==> src/sv/assert_macros.svh <==
// Assertion macros shared by the sector residency ring manager RTL.
// No dependencies.
`ifndef ASSERT_MACROS_SVH
`define ASSERT_MACROS_SVH

// Checked out of reset only.
`define SRRM_ASSERT(lbl, clk, rstn, prop) \
    lbl: assert property (@(posedge clk) disable iff (!rstn) prop) \
        else $error("srrm assertion failed");

// Checked at every edge, reset included.
`define SRRM_ASSERT_ALWAYS(lbl, clk, prop) \
    lbl: assert property (@(posedge clk) prop) \
        else $error("srrm assertion failed");

`endif

==> src/sv/srrm_pkg.sv <==
// Shared types, constants and ring tables for the ring manager.
// No dependencies.
package srrm_pkg;

    localparam int SLOT_COUNT = 9;
    localparam int SLOT_W     = 4;
    localparam int RING_COUNT = 9;
    localparam int POS_W      = 24;
    localparam int DIFF_W     = 25;
    localparam int CS_W       = 23;
    localparam int GRID_W     = 11;
    localparam int HYST_W     = 8;
    localparam int CELL_W     = 16;
    localparam int CFG_IDX_W  = 8;
    localparam int CFG_DATA_W = 24;

    localparam logic [CFG_IDX_W-1:0] CFG_ORIGIN_X     = 8'd0;
    localparam logic [CFG_IDX_W-1:0] CFG_ORIGIN_Z     = 8'd1;
    localparam logic [CFG_IDX_W-1:0] CFG_CELL_SIZE    = 8'd2;
    localparam logic [CFG_IDX_W-1:0] CFG_CELLS_ACROSS = 8'd3;
    localparam logic [CFG_IDX_W-1:0] CFG_CELLS_DOWN   = 8'd4;
    localparam logic [CFG_IDX_W-1:0] CFG_HYSTERESIS   = 8'd5;

    localparam logic CMD_UPDATE = 1'b0;
    localparam logic CMD_CLEAR  = 1'b1;
    localparam logic KIND_EVICT = 1'b0;
    localparam logic KIND_LOAD  = 1'b1;

    typedef struct packed {
        logic signed [POS_W-1:0] origin_x;
        logic signed [POS_W-1:0] origin_z;
        logic [CS_W-1:0]         cell_size;
        logic [GRID_W-1:0]       cells_across;
        logic [GRID_W-1:0]       cells_down;
        logic [HYST_W-1:0]       hysteresis;
    } cfg_t;

    typedef struct packed {
        logic                     cmd;
        logic signed [DIFF_W-1:0] dx;
        logic signed [DIFF_W-1:0] dz;
    } job_t;

    typedef struct packed {
        logic                     kind;
        logic [SLOT_W-1:0]        slot;
        logic signed [CELL_W-1:0] cell_x;
        logic signed [CELL_W-1:0] cell_z;
    } res_t;

    // Ring order: centre, then rows of increasing z, each in increasing x.
    function automatic logic signed [1:0] ring_dx(input logic [SLOT_W-1:0] k);
        case (k)
            4'd1, 4'd4, 4'd6: ring_dx = -2'sd1;
            4'd3, 4'd5, 4'd8: ring_dx = 2'sd1;
            default:          ring_dx = 2'sd0;
        endcase
    endfunction

    function automatic logic signed [1:0] ring_dz(input logic [SLOT_W-1:0] k);
        case (k)
            4'd1, 4'd2, 4'd3: ring_dz = -2'sd1;
            4'd6, 4'd7, 4'd8: ring_dz = 2'sd1;
            default:          ring_dz = 2'sd0;
        endcase
    endfunction

endpackage

==> src/sv/sector_residency_ring_manager.sv <==
// Top level of the sector residency ring manager: configuration registers and ports.
// Depends on srrm_pkg, srrm_front and srrm_back.
//
// Takes camera positions and keeps nine resident slots around the camera's grid
// cell. A clear request returns nothing. An update runs the hysteresis test
// (states S_HMUL to S_ZCMP, one multiplier shared between axes), two floor
// divisions on the single shared bit-serial divider, a nine-step eviction walk
// and a nine-step load walk, each step waiting while the result register is
// full, then a flush state that marks the last result. Updates inside the
// hysteresis window finish after the test. Requests are queued two deep ahead of
// the sequencer, so the input accepts while results wait. Configuration writes
// are taken every cycle and must only come while idle.
module sector_residency_ring_manager import srrm_pkg::*; (
    input  logic                  aclk,
    input  logic                  aresetn,
    // configuration write channel
    input  logic                  cfg_valid,
    output logic                  cfg_ready,
    input  logic [CFG_IDX_W-1:0]  cfg_index,
    input  logic [CFG_DATA_W-1:0] cfg_data,
    // request channel
    input  logic                  s_tvalid,
    output logic                  s_tready,
    input  logic [47:0]           s_tdata,   // pos_x[23:0], pos_z[47:24]
    input  logic                  s_tuser,   // cmd
    // result channel
    output logic                  m_tvalid,
    input  logic                  m_tready,
    output logic [39:0]           m_tdata,   // slot[3:0], cell_x[19:4], cell_z[35:20], zeros
    output logic                  m_tuser,   // kind
    output logic                  m_tlast    // last
);

    cfg_t cfg_reg;
    logic job_valid, job_pop;
    job_t job;
    res_t m_res;

    assign cfg_ready = 1'b1;

    // register file; unlisted indexes are ignored
    always_ff @(posedge aclk) begin
        if (!aresetn) begin
            cfg_reg.origin_x     <= '0;
            cfg_reg.origin_z     <= '0;
            cfg_reg.cell_size    <= CS_W'(256);
            cfg_reg.cells_across <= GRID_W'(1);
            cfg_reg.cells_down   <= GRID_W'(1);
            cfg_reg.hysteresis   <= HYST_W'(32);
        end else if (cfg_valid && cfg_ready) begin
            unique case (cfg_index)
                CFG_ORIGIN_X:     cfg_reg.origin_x     <= cfg_data[POS_W-1:0];
                CFG_ORIGIN_Z:     cfg_reg.origin_z     <= cfg_data[POS_W-1:0];
                CFG_CELL_SIZE:    cfg_reg.cell_size    <= cfg_data[CS_W-1:0];
                CFG_CELLS_ACROSS: cfg_reg.cells_across <= cfg_data[GRID_W-1:0];
                CFG_CELLS_DOWN:   cfg_reg.cells_down   <= cfg_data[GRID_W-1:0];
                CFG_HYSTERESIS:   cfg_reg.hysteresis   <= cfg_data[HYST_W-1:0];
                default: ;
            endcase
        end
    end

    // front: origin offset and two-deep request queue
    srrm_front u_front (
        .aclk      (aclk),
        .aresetn   (aresetn),
        .cfg       (cfg_reg),
        .s_tvalid  (s_tvalid),
        .s_tready  (s_tready),
        .s_cmd     (s_tuser),
        .s_pos_x   (s_tdata[23:0]),
        .s_pos_z   (s_tdata[47:24]),
        .job_valid (job_valid),
        .job       (job),
        .job_pop   (job_pop)
    );

    // back: hysteresis, division, evict and load walks
    srrm_back u_back (
        .aclk      (aclk),
        .aresetn   (aresetn),
        .cfg       (cfg_reg),
        .job_valid (job_valid),
        .job       (job),
        .job_pop   (job_pop),
        .m_valid   (m_tvalid),
        .m_ready   (m_tready),
        .m_res     (m_res),
        .m_last    (m_tlast)
    );

    assign m_tdata = {4'b0, m_res.cell_z, m_res.cell_x, m_res.slot};
    assign m_tuser = m_res.kind;

endmodule

==> src/sv/srrm_front.sv <==
// Front end: accepts requests, offsets positions by the origin and queues them.
// Depends on srrm_pkg.
module srrm_front import srrm_pkg::*; (
    input  logic                    aclk,
    input  logic                    aresetn,
    input  cfg_t                    cfg,
    input  logic                    s_tvalid,
    output logic                    s_tready,
    input  logic                    s_cmd,
    input  logic signed [POS_W-1:0] s_pos_x,
    input  logic signed [POS_W-1:0] s_pos_z,
    output logic                    job_valid,
    output job_t                    job,
    input  logic                    job_pop
);

    job_t       q_mem [2];
    logic       wr_ptr_reg, rd_ptr_reg;
    logic [1:0] count_reg, count_next;
    logic       push;
    job_t       in_job;

    assign s_tready  = (count_reg != 2'd2);
    assign push      = s_tvalid && s_tready;
    assign job_valid = (count_reg != 2'd0);
    assign job       = q_mem[rd_ptr_reg];

    always_comb begin
        in_job.cmd = s_cmd;
        in_job.dx  = DIFF_W'(s_pos_x) - DIFF_W'(cfg.origin_x);
        in_job.dz  = DIFF_W'(s_pos_z) - DIFF_W'(cfg.origin_z);
        count_next = count_reg + 2'(push) - 2'(job_pop && job_valid);
    end

    always_ff @(posedge aclk) begin
        if (!aresetn) begin
            wr_ptr_reg <= 1'b0;
            rd_ptr_reg <= 1'b0;
            count_reg  <= 2'd0;
        end else begin
            count_reg <= count_next;
            if (push) begin
                wr_ptr_reg <= ~wr_ptr_reg;
            end
            if (job_pop && job_valid) begin
                rd_ptr_reg <= ~rd_ptr_reg;
            end
        end
        if (push) begin
            q_mem[wr_ptr_reg] <= in_job;
        end
    end

endmodule

==> src/sv/srrm_div.sv <==
// Iterative floor divider, one quotient bit a cycle, result saturated to 16 bits.
// Depends on srrm_pkg.
module srrm_div import srrm_pkg::*; (
    input  logic                     aclk,
    input  logic                     aresetn,
    input  logic                     start,
    input  logic signed [DIFF_W-1:0] dividend,
    input  logic [CS_W-1:0]          divisor,
    output logic                     done,
    output logic signed [CELL_W-1:0] quot
);

    localparam int CNT_W = $clog2(DIFF_W + 1);

    logic              busy_reg, done_reg, neg_reg;
    logic [CNT_W-1:0]  cnt_reg;
    logic [DIFF_W-1:0] mag_reg;
    logic [CS_W:0]     rem_reg;
    logic [CS_W-1:0]   div_reg;
    logic signed [CELL_W-1:0] quot_reg;

    logic [CS_W+1:0]       shifted;
    logic                  fits;
    logic signed [DIFF_W:0] qf;

    always_comb begin
        shifted = {rem_reg, mag_reg[DIFF_W-1]};
        fits    = (shifted >= {2'b00, div_reg});
        qf      = $signed({1'b0, mag_reg});
        if (neg_reg) begin
            qf = -(qf + (DIFF_W+1)'(rem_reg != '0));
        end
    end

    always_ff @(posedge aclk) begin
        if (!aresetn) begin
            busy_reg <= 1'b0;
            done_reg <= 1'b0;
        end else begin
            done_reg <= 1'b0;
            if (start) begin
                busy_reg <= 1'b1;
                cnt_reg  <= CNT_W'(DIFF_W);
                neg_reg  <= dividend[DIFF_W-1];
                mag_reg  <= dividend[DIFF_W-1] ? DIFF_W'(-dividend) : DIFF_W'(dividend);
                rem_reg  <= '0;
                div_reg  <= divisor;
            end else if (busy_reg) begin
                if (cnt_reg != '0) begin
                    cnt_reg <= cnt_reg - 1'b1;
                    mag_reg <= {mag_reg[DIFF_W-2:0], fits};
                    rem_reg <= fits ? (CS_W+1)'(shifted - {2'b00, div_reg})
                                    : (CS_W+1)'(shifted);
                end else begin
                    busy_reg <= 1'b0;
                    done_reg <= 1'b1;
                    if (qf > 32767) begin
                        quot_reg <= 16'sh7fff;
                    end else if (qf < -32768) begin
                        quot_reg <= -16'sh8000;
                    end else begin
                        quot_reg <= CELL_W'(qf);
                    end
                end
            end
        end
    end

    assign done = done_reg;
    assign quot = quot_reg;

endmodule

==> src/sv/srrm_back.sv <==
// Back end: hysteresis test, cell division, evict and load walks, result register.
// Depends on srrm_pkg, srrm_div and assert_macros.svh.
`include "assert_macros.svh"
module srrm_back import srrm_pkg::*; (
    input  logic  aclk,
    input  logic  aresetn,
    input  cfg_t  cfg,
    input  logic  job_valid,
    input  job_t  job,
    output logic  job_pop,
    output logic  m_valid,
    input  logic  m_ready,
    output res_t  m_res,
    output logic  m_last
);

    typedef enum logic [3:0] {
        S_IDLE, S_HMUL, S_XMUL, S_XCMP, S_ZCMP, S_DIVX, S_DIVZ, S_EVICT, S_LOAD, S_FLUSH
    } state_t;

    localparam logic [SLOT_W-1:0] SLOT_LAST = SLOT_W'(SLOT_COUNT - 1);
    localparam logic [SLOT_W-1:0] RING_LAST = SLOT_W'(RING_COUNT - 1);

    state_t state_reg;
    logic signed [DIFF_W-1:0] dx_reg, dz_reg;
    logic [CS_W-1:0]          c_reg;
    logic [31:0]              hw_reg;
    logic signed [40:0]       pm_reg;
    logic                     near_x_reg;
    logic signed [CELL_W-1:0] cx_reg, centre_x_reg, centre_z_reg;
    logic                     primed_reg;
    logic [SLOT_W-1:0]        idx_reg;
    logic [SLOT_COUNT-1:0]    busy_reg;
    logic signed [CELL_W-1:0] slot_x_reg [SLOT_COUNT];
    logic signed [CELL_W-1:0] slot_z_reg [SLOT_COUNT];
    logic                     pend_valid_reg, m_valid_reg, m_last_reg;
    res_t                     pend_reg, m_res_reg;

    logic                     div_start, div_done;
    logic signed [CELL_W-1:0] div_q;
    logic signed [DIFF_W-1:0] div_dividend;

    logic signed [DIFF_W-1:0] d_sel;
    logic signed [CELL_W-1:0] cc_sel;
    logic signed [40:0]       pm_w;
    logic [31:0]              hw_w;
    logic signed [48:0]       diff_w, adiff_w;
    logic                     near_now;
    logic signed [17:0]       ex, ez;
    logic                     outside;
    logic signed [16:0]       tx, tz;
    logic                     in_grid, resident, free_found, need_load;
    logic [SLOT_W-1:0]        free_idx;
    logic                     out_free, can_emit, emit_req, flush_req, load_out;
    res_t                     emit_res;

    srrm_div u_div (
        .aclk     (aclk),
        .aresetn  (aresetn),
        .start    (div_start),
        .dividend (div_dividend),
        .divisor  (c_reg),
        .done     (div_done),
        .quot     (div_q)
    );

    always_comb begin
        d_sel   = (state_reg == S_ZCMP) ? dz_reg : dx_reg;
        cc_sel  = (state_reg == S_XMUL) ? centre_x_reg : centre_z_reg;
        pm_w    = $signed({cc_sel, 1'b1}) * $signed({1'b0, c_reg});
        hw_w    = 32'({1'b0, cfg.hysteresis} + 9'd128) * 32'(c_reg);
        diff_w  = (49'(d_sel) <<< 8) - (49'(pm_reg) <<< 7);
        adiff_w = diff_w[48] ? -diff_w : diff_w;
        near_now = (adiff_w <= $signed({17'b0, hw_reg}));

        div_start    = (state_reg == S_ZCMP && !(primed_reg && near_x_reg && near_now))
                    || (state_reg == S_DIVX && div_done);
        div_dividend = (state_reg == S_DIVX) ? dz_reg : dx_reg;

        ex = 18'(slot_x_reg[idx_reg]) - 18'(centre_x_reg);
        ez = 18'(slot_z_reg[idx_reg]) - 18'(centre_z_reg);
        outside = (ex > 1) || (ex < -1) || (ez > 1) || (ez < -1);

        tx = 17'(centre_x_reg) + 17'(ring_dx(idx_reg));
        tz = 17'(centre_z_reg) + 17'(ring_dz(idx_reg));
        in_grid = !tx[16] && !tz[16]
               && (tx < $signed({6'b0, cfg.cells_across}))
               && (tz < $signed({6'b0, cfg.cells_down}));
        resident = 1'b0;
        for (int j = 0; j < SLOT_COUNT; j++) begin
            if (busy_reg[j] && 17'(slot_x_reg[j]) == tx && 17'(slot_z_reg[j]) == tz) begin
                resident = 1'b1;
            end
        end
        free_found = 1'b0;
        free_idx   = '0;
        for (int j = SLOT_COUNT - 1; j >= 0; j--) begin
            if (!busy_reg[j]) begin
                free_found = 1'b1;
                free_idx   = SLOT_W'(j);
            end
        end
        need_load = in_grid && !resident && free_found;

        emit_res.kind   = (state_reg == S_LOAD) ? KIND_LOAD : KIND_EVICT;
        emit_res.slot   = (state_reg == S_LOAD) ? free_idx : idx_reg;
        emit_res.cell_x = (state_reg == S_LOAD) ? CELL_W'(tx) : slot_x_reg[idx_reg];
        emit_res.cell_z = (state_reg == S_LOAD) ? CELL_W'(tz) : slot_z_reg[idx_reg];

        emit_req  = (state_reg == S_EVICT && busy_reg[idx_reg] && outside)
                 || (state_reg == S_LOAD && need_load);
        flush_req = (state_reg == S_FLUSH) && pend_valid_reg;
        out_free  = !m_valid_reg || m_ready;
        can_emit  = !pend_valid_reg || out_free;
        load_out  = out_free && pend_valid_reg && ((emit_req && can_emit) || flush_req);
        job_pop   = (state_reg == S_IDLE) && job_valid;
    end

    always_ff @(posedge aclk) begin
        if (!aresetn) begin
            state_reg      <= S_IDLE;
            busy_reg       <= '0;
            primed_reg     <= 1'b0;
            centre_x_reg   <= -16'sd32767;
            centre_z_reg   <= -16'sd32767;
            pend_valid_reg <= 1'b0;
            m_valid_reg    <= 1'b0;
            idx_reg        <= '0;
        end else begin
            // result register and one-deep hold-back that decides last
            if (load_out) begin
                m_valid_reg <= 1'b1;
                m_res_reg   <= pend_reg;
                m_last_reg  <= flush_req;
            end else if (m_ready) begin
                m_valid_reg <= 1'b0;
            end
            if (emit_req && can_emit) begin
                pend_reg       <= emit_res;
                pend_valid_reg <= 1'b1;
            end else if (flush_req && out_free) begin
                pend_valid_reg <= 1'b0;
            end

            unique case (state_reg)
                S_IDLE: begin
                    if (job_valid) begin
                        if (job.cmd == CMD_CLEAR) begin
                            busy_reg     <= '0;
                            primed_reg   <= 1'b0;
                            centre_x_reg <= -16'sd32767;
                            centre_z_reg <= -16'sd32767;
                        end else begin
                            dx_reg    <= job.dx;
                            dz_reg    <= job.dz;
                            c_reg     <= (cfg.cell_size == '0) ? CS_W'(1) : cfg.cell_size;
                            state_reg <= S_HMUL;
                        end
                    end
                end
                S_HMUL: begin
                    hw_reg    <= hw_w;
                    state_reg <= S_XMUL;
                end
                S_XMUL: begin
                    pm_reg    <= pm_w;
                    state_reg <= S_XCMP;
                end
                S_XCMP: begin
                    near_x_reg <= near_now;
                    pm_reg     <= pm_w;
                    state_reg  <= S_ZCMP;
                end
                S_ZCMP: begin
                    state_reg <= div_start ? S_DIVX : S_IDLE;
                end
                S_DIVX: begin
                    if (div_done) begin
                        cx_reg    <= div_q;
                        state_reg <= S_DIVZ;
                    end
                end
                S_DIVZ: begin
                    if (div_done) begin
                        centre_x_reg <= cx_reg;
                        centre_z_reg <= div_q;
                        primed_reg   <= 1'b1;
                        idx_reg      <= '0;
                        state_reg    <= S_EVICT;
                    end
                end
                S_EVICT: begin
                    if (!emit_req || can_emit) begin
                        if (emit_req) begin
                            busy_reg[idx_reg] <= 1'b0;
                        end
                        if (idx_reg == SLOT_LAST) begin
                            idx_reg   <= '0;
                            state_reg <= S_LOAD;
                        end else begin
                            idx_reg <= idx_reg + 1'b1;
                        end
                    end
                end
                S_LOAD: begin
                    if (!emit_req || can_emit) begin
                        if (emit_req) begin
                            busy_reg[free_idx]   <= 1'b1;
                            slot_x_reg[free_idx] <= CELL_W'(tx);
                            slot_z_reg[free_idx] <= CELL_W'(tz);
                        end
                        if (idx_reg == RING_LAST) begin
                            state_reg <= S_FLUSH;
                        end else begin
                            idx_reg <= idx_reg + 1'b1;
                        end
                    end
                end
                S_FLUSH: begin
                    if (!pend_valid_reg || out_free) begin
                        state_reg <= S_IDLE;
                    end
                end
                default: state_reg <= S_IDLE;
            endcase
        end
    end

    assign m_valid = m_valid_reg;
    assign m_res   = m_res_reg;
    assign m_last  = m_last_reg;

    `SRRM_ASSERT(a_idle_no_pend, aclk, aresetn, (state_reg == S_IDLE) |-> !pend_valid_reg)
    `SRRM_ASSERT(a_div_seq, aclk, aresetn, div_start |=> (state_reg == S_DIVX || state_reg == S_DIVZ))
    `SRRM_ASSERT(a_walk_primed, aclk, aresetn, (state_reg == S_EVICT || state_reg == S_LOAD) |-> primed_reg)
    `SRRM_ASSERT_ALWAYS(a_reset_quiet, aclk, !aresetn |=> (state_reg == S_IDLE && !m_valid_reg))

endmodule
==> config.mk <==
export PLATFORM = sky130hd
export DESIGN_NAME = sector_residency_ring_manager
export DESIGN_NICKNAME = d
export VERILOG_FILES = /design/src/sv/srrm_pkg.sv /design/src/sv/sector_residency_ring_manager.sv /design/src/sv/srrm_front.sv /design/src/sv/srrm_div.sv /design/src/sv/srrm_back.sv
export VERILOG_INCLUDE_DIRS = /design/src /design/src/sv
export SDC_FILE = /design/constraint.sdc
export NUM_CORES = 2
export LEC_CHECK = 0
export ABC_AREA = 1
export BUFFER_PORTS_ARGS = -buffer_cell sky130_fd_sc_hd__buf_2
export CORE_AREA = 10 10 473 705
export CTS_CLUSTER_SIZE = 20
export DETAILED_ROUTE_END_ITERATION = 12
export DIE_AREA = 0 0 483 715
export PLACE_DENSITY = 0.48
export SLEW_MARGIN = 15
export SYNTH_ARGS = -nofsm -noshare
export SYNTH_HDL_FRONTEND = slang
export SYNTH_SLANG_ARGS = --single-unit
==> constraint.sdc <==
create_clock -name aclk -period 9.22 [get_ports aclk]
set_input_delay 0.922 -clock aclk [delete_from_list [all_inputs] [get_ports aclk]]
set_output_delay 0.922 -clock aclk [all_outputs]
set_load 0.005 [all_outputs]
==> out/summary.txt <==
RSZ-0062 raised after global routing: no
Cell with the most instances after synthesis: nand2_1
TritonCTS Buffers: 140
Wire per inst: 20.69 µm
Crit. End Element: flip-flop
Tot GR Track Use: 16.08%
# Max-Cap Violations: 0
Most used flip-flop cell after synthesis: edfxtp_1
DRC errors left: 0
Final number of setup-violating endpoints: 0
Final HPWL DP: 221.1 mm
Initial Utilization: 24.84%
Syn Area/Cell: 8.576 µm²
Later-pin clock latency in the skew report: 0.83 ns
Final Net Count: 10520
Reg clk slew, reported paths: 0.06 ns
Final Hold Vio Count: 0
Most frequent CP cell: inv_1
Initial detailed-routing violation count: 4491
Top cells by area, synth: edfxtp_1, fa_1, nand2_1
Share of synthesized registers carrying an async set or reset: 0%
Critical path launch point type: flip-flop
DR pass1 iterations: 6
Sequential fraction of the synthesis area: 39.75%
Synthesized area: 79730 µm²
Global-route wire length before repair: 420.2 mm
Area added between synthesis and finish: 14.03%
Initial antenna violation count: 16
IO Count: 131
Final Slew Violations: 0
Hold buffers post-CTS: 0
CP max stage delay: 0.55 ns
Vias in the first global route: 64210
Final cycle utilization of the critical path: 95.49%
Vias/cell: 4.599
WP data required: 9.76 ns
Synthesis-stage register bit count: 1110
Top post-synthesis cells by count: nand2_1, inv_1, edfxtp_1
Root Buffer: clkbuf_16
Core Footprint: 321000 µm²
Port bufs: 125
Final WL: 287.0 mm
Max Root-Sink Buffers: 4
Crit-path slowest cell: fa_1
Max-slew headroom: 23.83%
Outcome: finished clean
Die ar.: 345300 µm²
HP Class: in -> reg
Layout cells sized above 1: 7.222%
Post-layout util: 28.33%
Clock Sinks: 1110
TNS Setup: 0 ns
Largest net degree at the start of global routing: 144
Netlist cell types: 72
Worst Skew: 0.08664 ns
Slew of the pin with the lowest slew margin: 1.141 ns
Top-area cell type share of the netlist area: 35.63%
Final ANT Viol Nets: 0
Largest area contributor in the netlist: edfxtp_1
CP arrival: 9.34 ns
CP max FO: 15
Fin crit period: 8.805 ns
Peak supply drop: 0.001126 V
Total grt overflow: 0
Leak: 39.78 nW
CP Class: reg -> reg
Cell count after synthesis: 9297
H-tree depth: 4
Number of flops mapped to enable cells by yosys: 946
Die Wd: 483 µm
Final Wtd Congestion: 0.9379
FP Rows: 255
CTS tree: done
Die H: 715 µm
Fmax achieved: 113.6 MHz
Cell area power density: 359.9 nW/µm²
DR vias: 63790
Ys Warns: 0
per-stage QoR:
stage | cell area, µm² | total power [W] | std cells | setup slack (ns) | hold slack, ns
2_1_floorplan | 80230 | 0.02026 | 9429 | 0.6889 | 0.4003
3_3_place_gp | 86400 | 0.02731 | 13620 | 0.4010 | 0.4026
3_5_place_dp | 86400 | 0.02723 | 13620 | 0.4207 | 0.4045
4_1_cts | 90840 | 0.03292 | 13860 | 0.3909 | 0.2821
5_1_grt | 90900 | 0.03527 | 13860 | 0.01739 | 0.2988
6_report | 90920 | 0.03272 | 13870 | 0.4155 | 0.3478
logic make-up after synthesis:
logic type | synth area share [%]
other cells | 0.009419
fa+ha+maj | 18.37
xor+xnor | 3.951
flops | 39.75
buf+inv | 9.081
compound gates | 10.29
simple gates | 18.55
final cells by class:
type	count	area [µm²]
diodes	8	20.02
clock buffers	172	3787
clock inverters	66	656.9
fillers	34680	230100
inverters	1528	5767
multi-input cells	6433	41470
flip-flops and latches	1110	31700
well taps	4240	5305
repair buffers	313	2202
repair inverters	1	7.507
what timing repair did:
action	4_1_cts	5_1_grt
gates resized for setup	0	9
setup buffers	0	5
setup endpoints to repair	0	2
worst paths after layout:
check	slack, ns	depth (start not counted)	startpoint	end
hold reg to reg	0.42	0	u_back.pend_reg[29]	u_back.m_res[29]
setup / recovery	0.42	38	u_back.state_reg[1]	u_back.pm_reg[40]
hold / removal	0.35	1	s_tuser	u_front.q_mem[0][50]
setup reg to reg	0.42	38	u_back.state_reg[1]	u_back.pm_reg[40]
power breakdown:
part / total [W] / switching [W] / leakage (nW) / internal [W]
clock network: 0.00548 / 0.00225 / 2.17 / 0.00323
registers: 0.00698 / 0.000231 / 10.1 / 0.00675
logic: 0.0203 / 0.0137 / 27.5 / 0.00653
total: 0.0327 / 0.0162 / 39.8 / 0.0165
cells in the final DEF, fill, tap and decap left out, types with 18 or more instances in the layout:
| cell | n |
|---|---|
| nand2_1 | 2049 |
| inv_1 | 1493 |
| edfxtp_1 | 946 |
| nor2_1 | 760 |
| o21ai_0 | 632 |
| a21oi_1 | 542 |
| ha_1 | 454 |
| fa_1 | 448 |
| nand3_1 | 421 |
| xor2_1 | 231 |
| buf_4 | 176 |
| dfxtp_1 | 159 |
| clkbuf_16 | 143 |
| conb_1 | 134 |
| buf_2 | 124 |
| xnor2_1 | 109 |
| nand4_1 | 84 |
| nor3_1 | 67 |
| o221ai_1 | 61 |
| o211ai_1 | 50 |
| nand2_2 | 40 |
| o22ai_1 | 39 |
| o21ai_1 | 36 |
| nor4_1 | 29 |
| clkinv_1 | 26 |
| or2_2 | 24 |
| inv_2 | 20 |
| a31oi_1 | 19 |
| clkbuf_1 | 19 |
| nor2_4 | 18 |
| a211oi_1 | 18 |
layer usage:
layer  part of all wire [%]  vias up  track usage, %
li1                       -    30610               -
met1                     38    31030           17.68
met2                     53     1655           30.54
met3                    4.5      489           1.939
met4                    5.2        4           7.514
met5                  0.010        -               0
worst max-delay path: cells and delay by family, from the launching register on:
| family | cells | cell delay [ns] |
|---|---|---|
| buf+inv | 10 | 1.29 |
| compound gates | 13 | 2.46 |
| fa+ha+maj | 7 | 3.37 |
| simple gates | 7 | 0.94 |
| xor+xnor | 1 | 0.15 |
| flops | 1 | 0.36 |
(Power assumes the default switching activity.)
